`config.mk`:
```
export PLATFORM = sky130hd
export DESIGN_NAME = loop_transport_metronome
export DESIGN_NICKNAME = d
export VERILOG_FILES = /design/src/design/ltm_pkg.sv /design/src/design/loop_transport_metronome.sv /design/src/design/ltm_cfg.sv /design/src/design/ltm_seq.sv /design/src/design/ltm_dp.sv
export SDC_FILE = /design/constraint.sdc
export NUM_CORES = 2
export LEC_CHECK = 0
export BUFFER_PORTS_ARGS = -buffer_cell sky130_fd_sc_hd__buf_2
export CAP_MARGIN = 20
export CELL_PAD_IN_SITES_DETAIL_PLACEMENT = 0
export CELL_PAD_IN_SITES_GLOBAL_PLACEMENT = 1
export CORE_UTILIZATION = 45
export DETAILED_ROUTE_END_ITERATION = 7
export HOLD_SLACK_MARGIN = 0.06
export PLACE_DENSITY_LB_ADDON = 0.1
export SYNTH_ARGS = -nofsm -noshare
export SYNTH_HDL_FRONTEND = slang
export SYNTH_HIERARCHICAL = 1
export SYNTH_SLANG_ARGS = --single-unit
```
`constraint.sdc`:
```
create_clock -name clk -period 15.53 [get_ports clk]
set_input_delay 3.106 -clock clk [delete_from_list [all_inputs] [get_ports clk]]
set_output_delay 3.106 -clock clk [all_outputs]
set_load 0.01 [all_outputs]
```
`src/design/ltm_pkg.sv`:
```
// shared types, constants and the microcode program of the loop transport block
// depends on nothing; every other design file imports it
`default_nettype none

package ltm_pkg;

  // sample format and loop bound
  localparam int SAMPLE_BITS   = 24;
  localparam int MAX_LOOP_BARS = 64;

  // configuration port
  localparam int CFG_DATA_W  = 40;
  localparam int CFG_INDEX_W = 2;

  // largest loop a Q8.32 position can hold is 64 bars
  localparam logic [6:0] LOOP_CAP = 7'((MAX_LOOP_BARS > 64) ? 64 : MAX_LOOP_BARS);

  // register reset values
  localparam logic [23:0] BEAT_INC_RST = 24'd178957;
  localparam logic [39:0] PERIOD_RST   = 40'd1572864000;
  localparam logic [6:0]  BARS_RST     = 7'd1;

  // fixed point constants
  localparam logic [39:0] ONE_Q16   = 40'd65536;
  localparam logic [23:0] ENV_ONE   = 24'h800000;
  localparam logic [23:0] ENV_MIN   = 24'd8389;
  localparam logic [31:0] DECAY_Q24 = 32'd16760439;
  localparam logic [63:0] DECAY_RND = 64'd8388608;
  localparam logic [31:0] ONE_Q31   = 32'h8000_0000;

  // exact reciprocals for 31-bit dividends: ceil(2^k / d)
  localparam logic [31:0] RECIP_42 = 32'd3272356036;  // k = 37
  localparam logic [31:0] RECIP_20 = 32'd3435973837;  // k = 36
  localparam logic [31:0] RECIP_6  = 32'd2863311531;  // k = 34
  localparam int SH_42 = 37;
  localparam int SH_20 = 36;
  localparam int SH_6  = 34;

  // rounding of the Q0.31 click down to the sample format
  localparam int CLICK_SH = 32 - SAMPLE_BITS;
  localparam logic [32:0] CLICK_HALF = (CLICK_SH == 0) ? 33'd0 : (33'd1 << (CLICK_SH - 1));

  // saturation bounds of a widened sample sum
  localparam logic signed [SAMPLE_BITS+1:0] SUM_MAX = {3'b000, {(SAMPLE_BITS-1){1'b1}}};
  localparam logic signed [SAMPLE_BITS+1:0] SUM_MIN = {3'b111, {(SAMPLE_BITS-1){1'b0}}};

  // width of the loop count quotient (position >> 34)
  localparam int MOD_BITS = 7;

  // request and result payloads
  typedef struct packed {
    logic signed [SAMPLE_BITS-1:0] left_in;
    logic signed [SAMPLE_BITS-1:0] right_in;
    logic                          run;
  } src_t;

  typedef struct packed {
    logic signed [SAMPLE_BITS-1:0] left_out;
    logic signed [SAMPLE_BITS-1:0] right_out;
    logic [39:0]                   beat_position;
    logic [23:0]                   bar_phase;
    logic                          click_start;
  } res_t;

  // configuration register indexes
  typedef enum logic [CFG_INDEX_W-1:0] {
    REG_BEAT_INC   = 2'd0,
    REG_SPB        = 2'd1,
    REG_LOOP_BARS  = 2'd2,
    REG_METRONOME  = 2'd3
  } reg_index_t;

  typedef struct packed {
    logic [23:0] beat_increment;
    logic [39:0] beat_period;
    logic [6:0]  loop_bars;
    logic        metronome;
  } cfg_t;

  // datapath operations, one per control word
  typedef enum logic [4:0] {
    OP_WAIT,
    OP_BEAT_ADD,
    OP_MOD_STEP,
    OP_BEAT_WB,
    OP_NOP,
    OP_COUNT,
    OP_X2,
    OP_Q42,
    OP_P1,
    OP_Q20,
    OP_P2,
    OP_Q6,
    OP_S,
    OP_V,
    OP_MIX,
    OP_DECAY,
    OP_OUT
  } op_t;

  // jump conditions
  typedef enum logic [2:0] {
    C_NEVER,
    C_ALWAYS,
    C_NO_REQ,
    C_NOT_RUN,
    C_NO_CLICK,
    C_ENV_LOW,
    C_MOD_MORE,
    C_OUT_BUSY
  } cond_t;

  localparam int STEP_W = 5;
  typedef logic [STEP_W-1:0] step_t;

  localparam step_t STEP_ACCEPT = 5'd0;
  localparam step_t STEP_MOD    = 5'd2;
  localparam step_t STEP_CLICK  = 5'd4;
  localparam step_t STEP_EMIT   = 5'd16;
  localparam step_t PROG_LAST   = STEP_EMIT;

  typedef struct packed {
    op_t   op;
    cond_t cond;
    step_t target;
  } ucode_t;

  // sequencer to datapath
  typedef struct packed {
    op_t  op;
    logic take;
    logic emit;
  } ctl_t;

  // datapath to sequencer
  typedef struct packed {
    logic run;
    logic click_on;
    logic env_low;
    logic mod_more;
  } dp_flags_t;

  // microcode program: jump to target when the condition holds, else next step
  function automatic ucode_t ucode_rom(step_t s);
    ucode_t w;
    case (s)
      5'd0:    w = '{OP_WAIT,     C_NO_REQ,   STEP_ACCEPT};
      5'd1:    w = '{OP_BEAT_ADD, C_NOT_RUN,  STEP_CLICK};
      5'd2:    w = '{OP_MOD_STEP, C_MOD_MORE, STEP_MOD};
      5'd3:    w = '{OP_BEAT_WB,  C_NEVER,    STEP_ACCEPT};
      5'd4:    w = '{OP_NOP,      C_NO_CLICK, STEP_EMIT};
      5'd5:    w = '{OP_COUNT,    C_NEVER,    STEP_ACCEPT};
      5'd6:    w = '{OP_X2,       C_ENV_LOW,  STEP_EMIT};
      5'd7:    w = '{OP_Q42,      C_NEVER,    STEP_ACCEPT};
      5'd8:    w = '{OP_P1,       C_NEVER,    STEP_ACCEPT};
      5'd9:    w = '{OP_Q20,      C_NEVER,    STEP_ACCEPT};
      5'd10:   w = '{OP_P2,       C_NEVER,    STEP_ACCEPT};
      5'd11:   w = '{OP_Q6,       C_NEVER,    STEP_ACCEPT};
      5'd12:   w = '{OP_S,        C_NEVER,    STEP_ACCEPT};
      5'd13:   w = '{OP_V,        C_NEVER,    STEP_ACCEPT};
      5'd14:   w = '{OP_MIX,      C_NEVER,    STEP_ACCEPT};
      5'd15:   w = '{OP_DECAY,    C_NEVER,    STEP_ACCEPT};
      5'd16:   w = '{OP_OUT,      C_OUT_BUSY, STEP_EMIT};
      default: w = '{OP_NOP,      C_ALWAYS,   STEP_ACCEPT};
    endcase
    return w;
  endfunction

  // add a non-negative click to a sample with saturation
  function automatic logic signed [SAMPLE_BITS-1:0] sat_add(
    logic signed [SAMPLE_BITS-1:0] s,
    logic [SAMPLE_BITS:0]          c
  );
    logic signed [SAMPLE_BITS+1:0] w;
    logic signed [SAMPLE_BITS-1:0] r;
    w = $signed({{2{s[SAMPLE_BITS-1]}}, s}) + $signed({1'b0, c});
    if (w > SUM_MAX) begin
      r = {1'b0, {(SAMPLE_BITS-1){1'b1}}};
    end else if (w < SUM_MIN) begin
      r = {1'b1, {(SAMPLE_BITS-1){1'b0}}};
    end else begin
      r = w[SAMPLE_BITS-1:0];
    end
    return r;
  endfunction

endpackage

`default_nettype wire

```
`src/design/loop_transport_metronome.sv`:
```
// Loop transport with metronome click, one stereo sample pair per request.
// A request carries left_in, right_in (signed Q1.23) and run. While run is
// high the Q8.32 beat position advances by beat_increment and wraps at
// loop_length_bars * 4 beats; with the metronome on, a click envelope
// restarts every samples_per_beat samples and sin(e/2)*e/2 is added to
// both channels with saturation. The result carries both samples, the
// beat position, the bar phase and a click start flag.
// Configuration is written through cfg_write/cfg_index/cfg_data; the user
// must do so only while idle, which the block itself does not enforce.
// The microcode program runs 7 remainder steps for the loop wrap, then 10
// steps for the click series, mix and envelope decay on one shared 32x32
// multiplier. One request is in work at a time, so a new request is taken
// only after the result of the last one has been emitted.
// The result sits in an output register; while res_stall is high it holds,
// and the sequencer waits at its output step, so no new request is taken.
// Synchronous reset clears the position, the click counter, the envelope
// and the registers to their defaults; no request is lost across a stall.
// Depends on ltm_pkg, ltm_cfg, ltm_seq and ltm_dp.
`default_nettype none

module loop_transport_metronome import ltm_pkg::*; (
  input  logic                   clk,
  input  logic                   rst,
  input  logic                   cfg_write,
  input  logic [CFG_INDEX_W-1:0] cfg_index,
  input  logic [CFG_DATA_W-1:0]  cfg_data,
  input  logic                   src_valid,
  output logic                   src_stall,
  input  src_t                   src_data,
  output logic                   res_valid,
  input  logic                   res_stall,
  output res_t                   res_data
);

  cfg_t      cfg;
  ctl_t      ctl;
  dp_flags_t flags;
  res_t      res;
  logic      out_busy;

  assign out_busy  = res_valid && res_stall;
  assign src_stall = rst || (ctl.op != OP_WAIT);

  ltm_cfg u_cfg (
    .clk       (clk),
    .rst       (rst),
    .cfg_write (cfg_write),
    .cfg_index (cfg_index),
    .cfg_data  (cfg_data),
    .cfg       (cfg)
  );

  ltm_seq u_seq (
    .clk       (clk),
    .rst       (rst),
    .src_valid (src_valid),
    .out_busy  (out_busy),
    .flags     (flags),
    .ctl       (ctl)
  );

  ltm_dp u_dp (
    .clk   (clk),
    .rst   (rst),
    .ctl   (ctl),
    .src   (src_data),
    .cfg   (cfg),
    .flags (flags),
    .res   (res)
  );

  // output register valid
  always_ff @(posedge clk) begin
    if (rst) begin
      res_valid <= 1'b0;
    end else if (ctl.emit) begin
      res_valid <= 1'b1;
    end else if (!res_stall) begin
      res_valid <= 1'b0;
    end
  end

  // output register payload
  always_ff @(posedge clk) begin
    if (ctl.emit) begin
      res_data <= res;
    end
  end

endmodule

`default_nettype wire

```
`src/design/ltm_cfg.sv`:
```
// configuration registers of the loop transport block
// depends on ltm_pkg for register indexes, reset values and the cfg_t struct
`default_nettype none

module ltm_cfg import ltm_pkg::*; (
  input  logic                   clk,
  input  logic                   rst,
  input  logic                   cfg_write,
  input  logic [CFG_INDEX_W-1:0] cfg_index,
  input  logic [CFG_DATA_W-1:0]  cfg_data,
  output cfg_t                   cfg
);

  logic [6:0]  bars_wr;
  logic [6:0]  bars_clamped;
  logic [39:0] period_clamped;

  // loop length clamps to one .. loop cap
  assign bars_wr = cfg_data[6:0];
  always_comb begin
    if (bars_wr == 7'd0) begin
      bars_clamped = 7'd1;
    end else if (bars_wr > LOOP_CAP) begin
      bars_clamped = LOOP_CAP;
    end else begin
      bars_clamped = bars_wr;
    end
  end

  // click period below one sample counts as one sample
  assign period_clamped = (cfg_data[39:0] < ONE_Q16) ? ONE_Q16 : cfg_data[39:0];

  // register writes
  always_ff @(posedge clk) begin
    if (rst) begin
      cfg.beat_increment <= BEAT_INC_RST;
      cfg.beat_period    <= PERIOD_RST;
      cfg.loop_bars      <= BARS_RST;
      cfg.metronome      <= 1'b0;
    end else if (cfg_write) begin
      case (reg_index_t'(cfg_index))
        REG_BEAT_INC:  cfg.beat_increment <= cfg_data[23:0];
        REG_SPB:       cfg.beat_period    <= period_clamped;
        REG_LOOP_BARS: cfg.loop_bars      <= bars_clamped;
        REG_METRONOME: cfg.metronome      <= cfg_data[0];
        default:       cfg.metronome      <= cfg.metronome;
      endcase
    end
  end

endmodule

`default_nettype wire

```
`src/design/ltm_seq.sv`:
```
// microcode sequencer: step counter, program table lookup and conditional jumps
// depends on ltm_pkg for the program, control word and flag types
`default_nettype none

module ltm_seq import ltm_pkg::*; (
  input  logic      clk,
  input  logic      rst,
  input  logic      src_valid,
  input  logic      out_busy,
  input  dp_flags_t flags,
  output ctl_t      ctl
);

  step_t  step;
  step_t  step_next;
  ucode_t word;
  logic   jump;

  // control word of the current step
  assign word = ucode_rom(step);

  // jump condition
  always_comb begin
    case (word.cond)
      C_NEVER:    jump = 1'b0;
      C_ALWAYS:   jump = 1'b1;
      C_NO_REQ:   jump = !src_valid;
      C_NOT_RUN:  jump = !flags.run;
      C_NO_CLICK: jump = !flags.click_on;
      C_ENV_LOW:  jump = flags.env_low;
      C_MOD_MORE: jump = flags.mod_more;
      C_OUT_BUSY: jump = out_busy;
      default:    jump = 1'b0;
    endcase
  end

  // next step
  always_comb begin
    if (jump) begin
      step_next = word.target;
    end else if (step == PROG_LAST) begin
      step_next = STEP_ACCEPT;
    end else begin
      step_next = step + step_t'(1);
    end
  end

  // step counter
  always_ff @(posedge clk) begin
    if (rst) begin
      step <= STEP_ACCEPT;
    end else begin
      step <= step_next;
    end
  end

  // control outputs
  always_comb begin
    ctl.op   = word.op;
    ctl.take = (word.op == OP_WAIT) && src_valid;
    ctl.emit = (word.op == OP_OUT) && !out_busy;
  end

endmodule

`default_nettype wire

```
`src/design/ltm_dp.sv`:
```
// datapath: beat position, loop wrap remainder, click counter, envelope and
// click series on one shared 32x32 multiplier; depends on ltm_pkg
`default_nettype none

module ltm_dp import ltm_pkg::*; (
  input  logic      clk,
  input  logic      rst,
  input  ctl_t      ctl,
  input  src_t      src,
  input  cfg_t      cfg,
  output dp_flags_t flags,
  output res_t      res
);

  // sample and loop state
  logic signed [SAMPLE_BITS-1:0] left;
  logic signed [SAMPLE_BITS-1:0] right;
  logic                          run;
  logic [39:0]                   acc;
  logic [40:0]                   sum;
  logic [5:0]                    rem;
  logic [2:0]                    mbit;
  logic [39:0]                   cnt;
  logic [23:0]                   env;
  logic                          start;

  // series registers
  logic [30:0] x2;
  logic [31:0] t;
  logic [30:0] p;
  logic [30:0] x;

  // shared multiplier
  logic [31:0] mul_a;
  logic [31:0] mul_b;
  logic [63:0] prod;

  // remainder step
  logic [MOD_BITS-1:0] quo;
  logic [6:0]          rem_sh;
  logic [6:0]          rem_sub;
  logic [5:0]          rem_new;

  // click counter
  logic [40:0] cnt_inc;
  logic [40:0] cnt_wrap;
  logic        hit;

  // click rounding and decay
  logic [32:0]            vh;
  logic [SAMPLE_BITS:0]   click;
  logic [63:0]            decay_sum;

  assign x = {env, 7'b0};

  // multiplier operands
  always_comb begin
    case (ctl.op)
      OP_X2:    begin mul_a = {1'b0, x};    mul_b = {1'b0, x};  end
      OP_Q42:   begin mul_a = {1'b0, x2};   mul_b = RECIP_42;   end
      OP_P1:    begin mul_a = {1'b0, x2};   mul_b = t;          end
      OP_Q20:   begin mul_a = {1'b0, p};    mul_b = RECIP_20;   end
      OP_P2:    begin mul_a = {1'b0, x2};   mul_b = t;          end
      OP_Q6:    begin mul_a = {1'b0, p};    mul_b = RECIP_6;    end
      OP_S:     begin mul_a = {1'b0, x};    mul_b = t;          end
      OP_V:     begin mul_a = {1'b0, p};    mul_b = {1'b0, x};  end
      OP_DECAY: begin mul_a = {8'b0, env};  mul_b = DECAY_Q24;  end
      default:  begin mul_a = 32'd0;        mul_b = 32'd0;      end
    endcase
  end

  assign prod = 64'(mul_a) * 64'(mul_b);

  // one restoring bit of (position >> 34) mod bars
  assign quo     = sum[40:34];
  assign rem_sh  = {rem, quo[mbit]};
  assign rem_sub = rem_sh - cfg.loop_bars;
  assign rem_new = (rem_sh >= cfg.loop_bars) ? rem_sub[5:0] : rem_sh[5:0];

  // click counter advance and wrap
  assign cnt_inc  = {1'b0, cnt} + {1'b0, ONE_Q16};
  assign hit      = cnt_inc >= {1'b0, cfg.beat_period};
  assign cnt_wrap = cnt_inc - {1'b0, cfg.beat_period};

  // click in sample format, rounded half up
  assign vh    = {2'b0, p} + CLICK_HALF;
  assign click = vh[CLICK_SH +: SAMPLE_BITS+1];

  assign decay_sum = prod + DECAY_RND;

  // state that reset clears
  always_ff @(posedge clk) begin
    if (rst) begin
      acc   <= 40'd0;
      cnt   <= 40'd0;
      env   <= 24'd0;
      start <= 1'b0;
      run   <= 1'b0;
    end else begin
      case (ctl.op)
        OP_WAIT: begin
          if (ctl.take) begin
            run   <= src.run;
            start <= 1'b0;
          end
        end
        OP_BEAT_WB: acc <= {rem, sum[33:0]};
        OP_COUNT: begin
          if (hit) begin
            cnt   <= cnt_wrap[39:0];
            env   <= ENV_ONE;
            start <= 1'b1;
          end else begin
            cnt   <= cnt_inc[39:0];
          end
        end
        OP_DECAY: env <= decay_sum[47:24];
        default:  env <= env;
      endcase
    end
  end

  // working registers
  always_ff @(posedge clk) begin
    case (ctl.op)
      OP_WAIT: begin
        if (ctl.take) begin
          left  <= src.left_in;
          right <= src.right_in;
        end
      end
      OP_BEAT_ADD: begin
        sum  <= {1'b0, acc} + {17'b0, cfg.beat_increment};
        rem  <= 6'd0;
        mbit <= 3'(MOD_BITS - 1);
      end
      OP_MOD_STEP: begin
        rem  <= rem_new;
        mbit <= mbit - 3'd1;
      end
      OP_X2:  x2 <= prod[61:31];
      OP_Q42: t  <= ONE_Q31 - 32'(prod >> SH_42);
      OP_P1:  p  <= prod[61:31];
      OP_Q20: t  <= ONE_Q31 - 32'(prod >> SH_20);
      OP_P2:  p  <= prod[61:31];
      OP_Q6:  t  <= ONE_Q31 - 32'(prod >> SH_6);
      OP_S:   p  <= prod[61:31];
      OP_V:   p  <= prod[61:31];
      OP_MIX: begin
        left  <= sat_add(left, click);
        right <= sat_add(right, click);
      end
      default: p <= p;
    endcase
  end

  // flags for the sequencer
  assign flags.run      = run;
  assign flags.click_on = run && cfg.metronome;
  assign flags.env_low  = env < ENV_MIN;
  assign flags.mod_more = mbit != 3'd0;

  // result fields
  assign res.left_out      = left;
  assign res.right_out     = right;
  assign res.beat_position = acc;
  assign res.bar_phase     = acc[33:10];
  assign res.click_start   = start;

endmodule

`default_nettype wire

```
# Word-level counts from Yosys, hierarchy flattened
# Memory sizes are Yosys's and may differ from the RTL's. A register that Yosys moved wholly into a read port is not among the register bits.
# Cells that the tools add are included.
totals:
  register_bits: 489
  latch_bits: 0
  mem_bits_rw: 0
  romBits: 352
  input_bits: 96
  output_inout_bits: 115
  n_memories: 1
op_classes:
  add_sub_neg: 13
  multipliers: 1
  div: 0
  order_cmp: 10
  eq_ne: 29
  shift: 0
  n_mux: 31
  bitwise_logic: 0
  n_reduce_logical: 34
memory_table:
  columns: ["name", "depth", "word_bits", "read_ports", "rd_ports_with_merged_regs", "wr", "line", "rtl"]
  rows:
  - ["(no name shown)", 32, 11, 1, 1, 0, "ltm_pkg.sv:146", "case (s)"]
op_table:
  columns: ["op", "count"]
  rows:
  - ["$pmux W32 S6", 1]
  - ["$mux W24", 7]
  - ["$pmux W24 S2", 3]
  - ["$pmux W31 S4", 1]
  - ["$pmux W32 S3", 1]
  - ["$mux W40", 2]
  - ["$mul A31 B32 Y63", 1]
  - ["$add A24 B25 Y26", 2]
  - ["$gt A26 B24 Y1 const B", 2]
  - ["$lt A26 B24 Y1 const B", 2]
  - ["$add A48 B24 Y48 const B", 1]
  - ["$add A40 B17 Y41 const B", 1]
  - ["$add A40 B24 Y41", 1]
  - ["$ge A41 B40 Y1", 1]
  - ["$eq A5 B4 Y1 const B", 8]
  - ["$lt A40 B17 Y1 const B", 1]
  - ["$sub A40 B40 Y40", 1]
  - ["$add A31 B8 Y32 const B", 1]
  - ["$sub A32 B26 Y32 const A", 1]
  - ["$sub A32 B27 Y32 const A", 1]
  - ["$sub A32 B29 Y32 const A", 1]
  - ["$lt A24 B14 Y1 const B", 1]
  - ["$eq A5 B3 Y1 const B", 3]
  - ["$mux W5", 3]
  - ["39 further kinds", 71]

# Depth between registers and ports, before layout
logic_depth:
  ltp_word: 6
  depth_mapped: 45
  mapped_depth_nobuf: 40

# Hierarchy
# The synthesis kept the hierarchy.
by_module_without_submodules:
  columns: ["module", "instances", "cells_each", "area_each_um2"]
  rows:
  - ["ltm_dp", 1, 6060, 52305.2]
  - ["loop_transport_metronome", 1, 120, 3442.1]
  - ["ltm_cfg", 1, 329, 2798.9]
  - ["ltm_seq", 1, 83, 787.0]

# Worst setup path before layout
# OpenSTA, ideal clock, no wires.
synth_timing:
  kind: "in2reg"
  from: "in res_stall"
  to: "reg res_data[0] (netlist bit), enable pin"
  setup_ns: 0.749
  arrival_time_ns: 11.489
  required_ns: 14.781
  setup_slack_ns: 3.292
  stages: 2
  n_path_buf: 0
  cell_sequence: "and2_1 nor3b_1"
synth_rtl:
  columns: ["item", "line", "rtl"]
  rows:
  - ["start: declaration", "loop_transport_metronome.sv:31", "input logic res_stall,"]
  - ["end signal: assignment", "loop_transport_metronome.sv:86", "res_data <= res;"]
  - ["end: declaration", "loop_transport_metronome.sv:32", "output res_t res_data"]

# Final worst setup path
layout_timing:
  from: "reg u_seq/word[9] (netlist name)"
  to: "reg u_dp.t[29], data pin"
layout_between:
  elab_chain_cells: 6
  word_cells_on_any_way: 21
layout_rtl:
  columns: ["item", "line", "rtl"]
  rows:
  - ["$eq A5 B4 Y1 / $eq A5 B3 Y1 (equally long branches)", "ltm_dp.sv:58", "case (ctl.op)"]
  - ["$reduce_or A3 Y1 (no source line) / $reduce_or A2 Y1 (equally long branches)", null, null]
  - ["$pmux W32 S6 / $pmux W31 S4 (equally long branches)", "ltm_dp.sv:58", null]
  - ["$mul A31 B32 Y63 *", "ltm_dp.sv:72", "assign prod = 64'(mul_a) * 64'(mul_b);"]
  - ["named net u_dp.prod[42]", "ltm_dp.sv:36", "logic [63:0] prod;"]
  - ["$sub A32 B29 Y32 (tied with other cells)", "ltm_dp.sv:146", "OP_Q6: t <= ONE_Q31 - 32'(prod >> SH_6);"]
  - ["$pmux W32 S3 *", "ltm_dp.sv:125", "case (ctl.op)"]
  - ["end signal: assignment", "ltm_dp.sv:142", "OP_Q42: t <= ONE_Q31 - 32'(prod >> SH_42);"]
  - ["end signal: assignment", "ltm_dp.sv:144", "OP_Q20: t <= ONE_Q31 - 32'(prod >> SH_20);"]
  - ["end signal: assignment", "ltm_dp.sv:146", null]
  - ["end: declaration", "ltm_dp.sv:29", "logic [31:0] t;"]
# Mark *: on every way through the listed nets, which the timed path passes. The rest lies on a longest branch.
# A chain may end at the register's enable or synchronous reset.

==> summary.txt <==
Setup path
  – Critical R2R Capture: u_dp/t[29]$_DFFE_PP_
  – Flop-to-flop setup slack: 1.62 ns
  – Critical path launch point type: flop
  – Arr. time, crit path: 14.24 ns
  – WP data required: 15.87 ns
  – Critical path's slowest cell: dfxtp_1
  – Crit. End Element: flop
  – CP dominant cell by count: fa_1
  – Reg2reg start: u_seq/word[9]$_SDFF_PP0_
  – Critical path class: reg2reg
  – FF-to-FF path depth: 32
  – Max incr delay on CP: 0.90 ns
  – Crit-path max FO: 29

Final layout
  – Area growth, synth to finish: 8.68%
  – Fillers: 12643
  – Area of the multi-input gates: 41400 um^2
  – Utilization after layout: 49.5%
  – Layout Nets: 8001
  – Design area: 64500 um^2
  – Share of cells above drive strength 1: 8.36%
  – Final non-filler cell total: 8441
  – Register Area: 13100 um^2

Placement
  – # port buffers: 210
  – DPL Wire Length: 163 mm
  – Setup WS pre-CTS: 1.94 ns
  – GPL Wtd Cong: 1.05
  – Area after DPL: 62600 um^2
  – Placed instance count: 8337

Die
  – Top Ports: 211
  – Cell row count: 132
  – Die height: 365 um
  – Core area: 130000 um^2
  – Die area: 133000 um^2
  – Starting Density: 45.6%
  – Die width: 365 um

CTS
  – Clock-pin slew on the worst setup and hold paths: 0.06 ns
  – Post-CTS Setup Inserts: 0
  – CTS Sinks: 500
  – H-tree levels: 2
  – Root Buffer: clkbuf_16
  – CTS Buf Count: 53
  – Post-CTS resize count: 0
  – Clock buffer depth: 3
  – Clk_lat worst skew: 0.66 ns
  – # hold bufs at CTS: 0
  – CTS tree: built

Timing
  – Slew Limit Headroom: 9.52%
  – Final min period: 13.91 ns
  – Hold Fails Final Rpt: 0
  – Highest Clock Rate: 71.9 MHz
  – Worst Skew: 0.0584 ns
  – Period utilisation layout: 89.5%
  – Hold Slack: 0.455 ns
  – Final WS setup: 1.62 ns
  – Worst-Margin Slew: 1.36 ns
  – Unrepaired setup endpoints after global routing: false
  – Setup TNS: 0 ns
  – Max-slew violations: 0
  – Final setup fails: 0

Synthesis
  – Number of synthesis warnings: 6
  – Avg Synthesized Cell Area: 9.00 um^2
  – Syn_nets: 7940
  – Count of cell types in the netlist: 105
  – Post-synth EDFFs: 305
  – XOR/XNOR share of the synthesized area: 3.39%
  – Post-synthesis mux area share: 0.477%
  – Asr flop ratio synth: 0%
  – Cell Area, Synth: 59300 um^2
  – Main combinational cell family by area after synthesis: adder cells
  – Compound-Gate Fraction of Synth Area: 11.1%
  – Post-synthesis simple-gate area fraction: 16.8%
  – Post-Syn Instances: 6592
  – Post-Synth Adder-Cell Area: 37.4%
  – Top_reg_cell synth: edfxtp_1
  – Sequential area share after synthesis: 22.0%
  – Yosys reg bits: 500

Global routing
  – Global-route wire length before repair: 312 mm
  – Initial antenna violation count: 6
  – Number of global-route vias before repair: 48345
  – Total overflow reported by the global router: 0
  – GRT Util Overall: 31.6%
  – Pin count of the biggest net entering global routing: 62

Drt
  – Number of remaining DRC errors: 0
  – Drt total wl: 209 mm
  – Via-per-instance ratio: 5.74
  – Initial DRT Pass Iterations: 6
  – Vias: 48444
  – Routed WL per cell: 24.8 um
  – Initial DRC Count: 4339
  – Post-DRT Antenna Nets: 0

Power
  – Leak pwr: 29.5 nW
  – Worst vdd ir: 0.0969 mV
  – Power, Total: 3.81 mW
  – Power per standard cell area: 59.0 nW/um^2

Hold path
  – Hold path depth: 2
  – WHS Endpoint: u_dp/cnt[4]$_SDFFE_PP0P_
  – Hold Path Origin: u_dp/cnt[4]$_SDFFE_PP0P_
  – Min-delay worst type: reg2reg

Outcome
  – Status: finished, final reports clean

Job
  – Max-Cap Viols: 0
## cell usage after synthesis (all sizes together), types with 16 or more instances
master | instances | area share, %
a211oi | 40 | 0.51
nor4 | 30 | 0.39
mux2i | 17 | 0.29
nor2b | 23 | 0.24
edfxtp | 305 | 15
xnor2 | 146 | 2.2
a21oi | 321 | 2.7
and2 | 44 | 0.46
nor3b | 25 | 0.32
o21a | 29 | 0.37
nor2 | 705 | 4.5
dfxtp | 195 | 6.6
inv | 1015 | 6.4
a221oi | 49 | 0.72
a22oi | 20 | 0.25
nor3 | 81 | 0.71
a221o | 41 | 0.69
or3 | 24 | 0.26
nand4 | 47 | 0.52
a21o | 84 | 1.1
buf | 63 | 0.66
a22o | 34 | 0.50
nand3 | 99 | 0.84
xor2 | 83 | 1.2
fa | 870 | 29
o21ai | 137 | 1.2
o31ai | 16 | 0.22
clkbuf | 279 | 1.8
nand2b | 50 | 0.53
ha | 382 | 8.1
nand2 | 1001 | 6.3
a31oi | 22 | 0.23
o21bai | 18 | 0.23
o211ai | 33 | 0.51
and3 | 47 | 0.50
nand3b | 31 | 0.40
## area by class of cell
class | count | share of cell area (%)
Antenna cell | 1 | 0.00388
Multi-Input combinational cell | 4734 | 64.2
Inverter | 1016 | 5.91
Sequential cell | 500 | 20.3
Tap cell | 1742 | 3.38
Timing Repair Buffer | 348 | 3.31
Clock inverter | 32 | 0.687
Clock buffer | 68 | 2.25
## worst max-delay path by stage
stage,start,end,slack (ns),cells after the start
after floorplan,res_stall,res_data[0]$_DFFE_PP_,3.29,2
after global placement,u_seq/word[11]$_SDFF_PP0_,u_dp/t[29]$_DFFE_PP_,2.05,34
after detailed placement,u_seq/word[9]$_SDFF_PP0_,u_dp/t[29]$_DFFE_PP_,1.94,34
after CTS,u_seq/word[9]$_SDFF_PP0_,u_dp/t[29]$_DFFE_PP_,1.86,34
after global routing,u_seq/word[11]$_SDFF_PP0_,u_dp/t[29]$_DFFE_PP_,1.14,33
final,u_seq/word[9]$_SDFF_PP0_,u_dp/t[29]$_DFFE_PP_,1.62,32
## power by group
| group | leakage [nW] | internal, mW | switching, mW |
|---|---|---|---|
| Sequential | 4.59 | 1.59 | 0.0951 |
| Clock | 0.922 | 0.804 | 0.591 |
| Combinational | 24.0 | 0.265 | 0.463 |
| Total | 29.5 | 2.66 | 1.15 |
## per-layer routing
layer	share of wire (%)	up-vias	GRT usage, %
li1	-	21479	-
met1	43	24568	43.7
met2	45	2009	49.9
met3	8.5	386	5.76
met4	3.7	2	10.2
met5	0.0096	-	0
## critical path: cells and delay by family, from the launching register on
family	cells	cell delay, ns
AOI/OAI and AO/OA	4	1.83
xor gates and xnor gates	1	0.29
buffers and inverters	6	1.21
and+or+nand+nor	12	4.89
adders and majority gates	9	4.41
DFF	1	0.90
## flip-flops by register name, indices dropped and copies added, names as in the netlist
register / cells
res_valid: 1
u_dp/left: 24
u_dp/acc: 40
u_dp/run: 1
u_dp/x2: 31
u_dp/mbit: 3
u_dp/start: 1
u_cfg/cfg: 72
u_dp/p: 31
u_seq/word: 11
u_dp/rem: 6
u_dp/sum: 41
res_data: 113
u_dp/env: 24
u_dp/right: 24
u_seq/step: 5
u_dp/cnt: 40
u_dp/t: 32
## layout by cell type, fill, tap and decap left out, types with 97 or more instances in the layout
cell type and instances:
buf_4 132, dfxtp_1 195, buf_2 210, ha_1 382, a21oi_1 314, xnor2_1 145, nand3_1 97, nor2_1 700
o21ai_0 130, edfxtp_1 305, nand2_1 1000, inv_1 1012, fa_1 870
## logic make-up after synthesis
kind of cell	Yosys count
buffers and inverters	1358
and+or+nand+nor	2263
DFF	500
AOI/OAI and AO/OA	964
xor gates and xnor gates	229
adders and majority gates	1253
muxes	25
(Power assumes the default switching activity.)
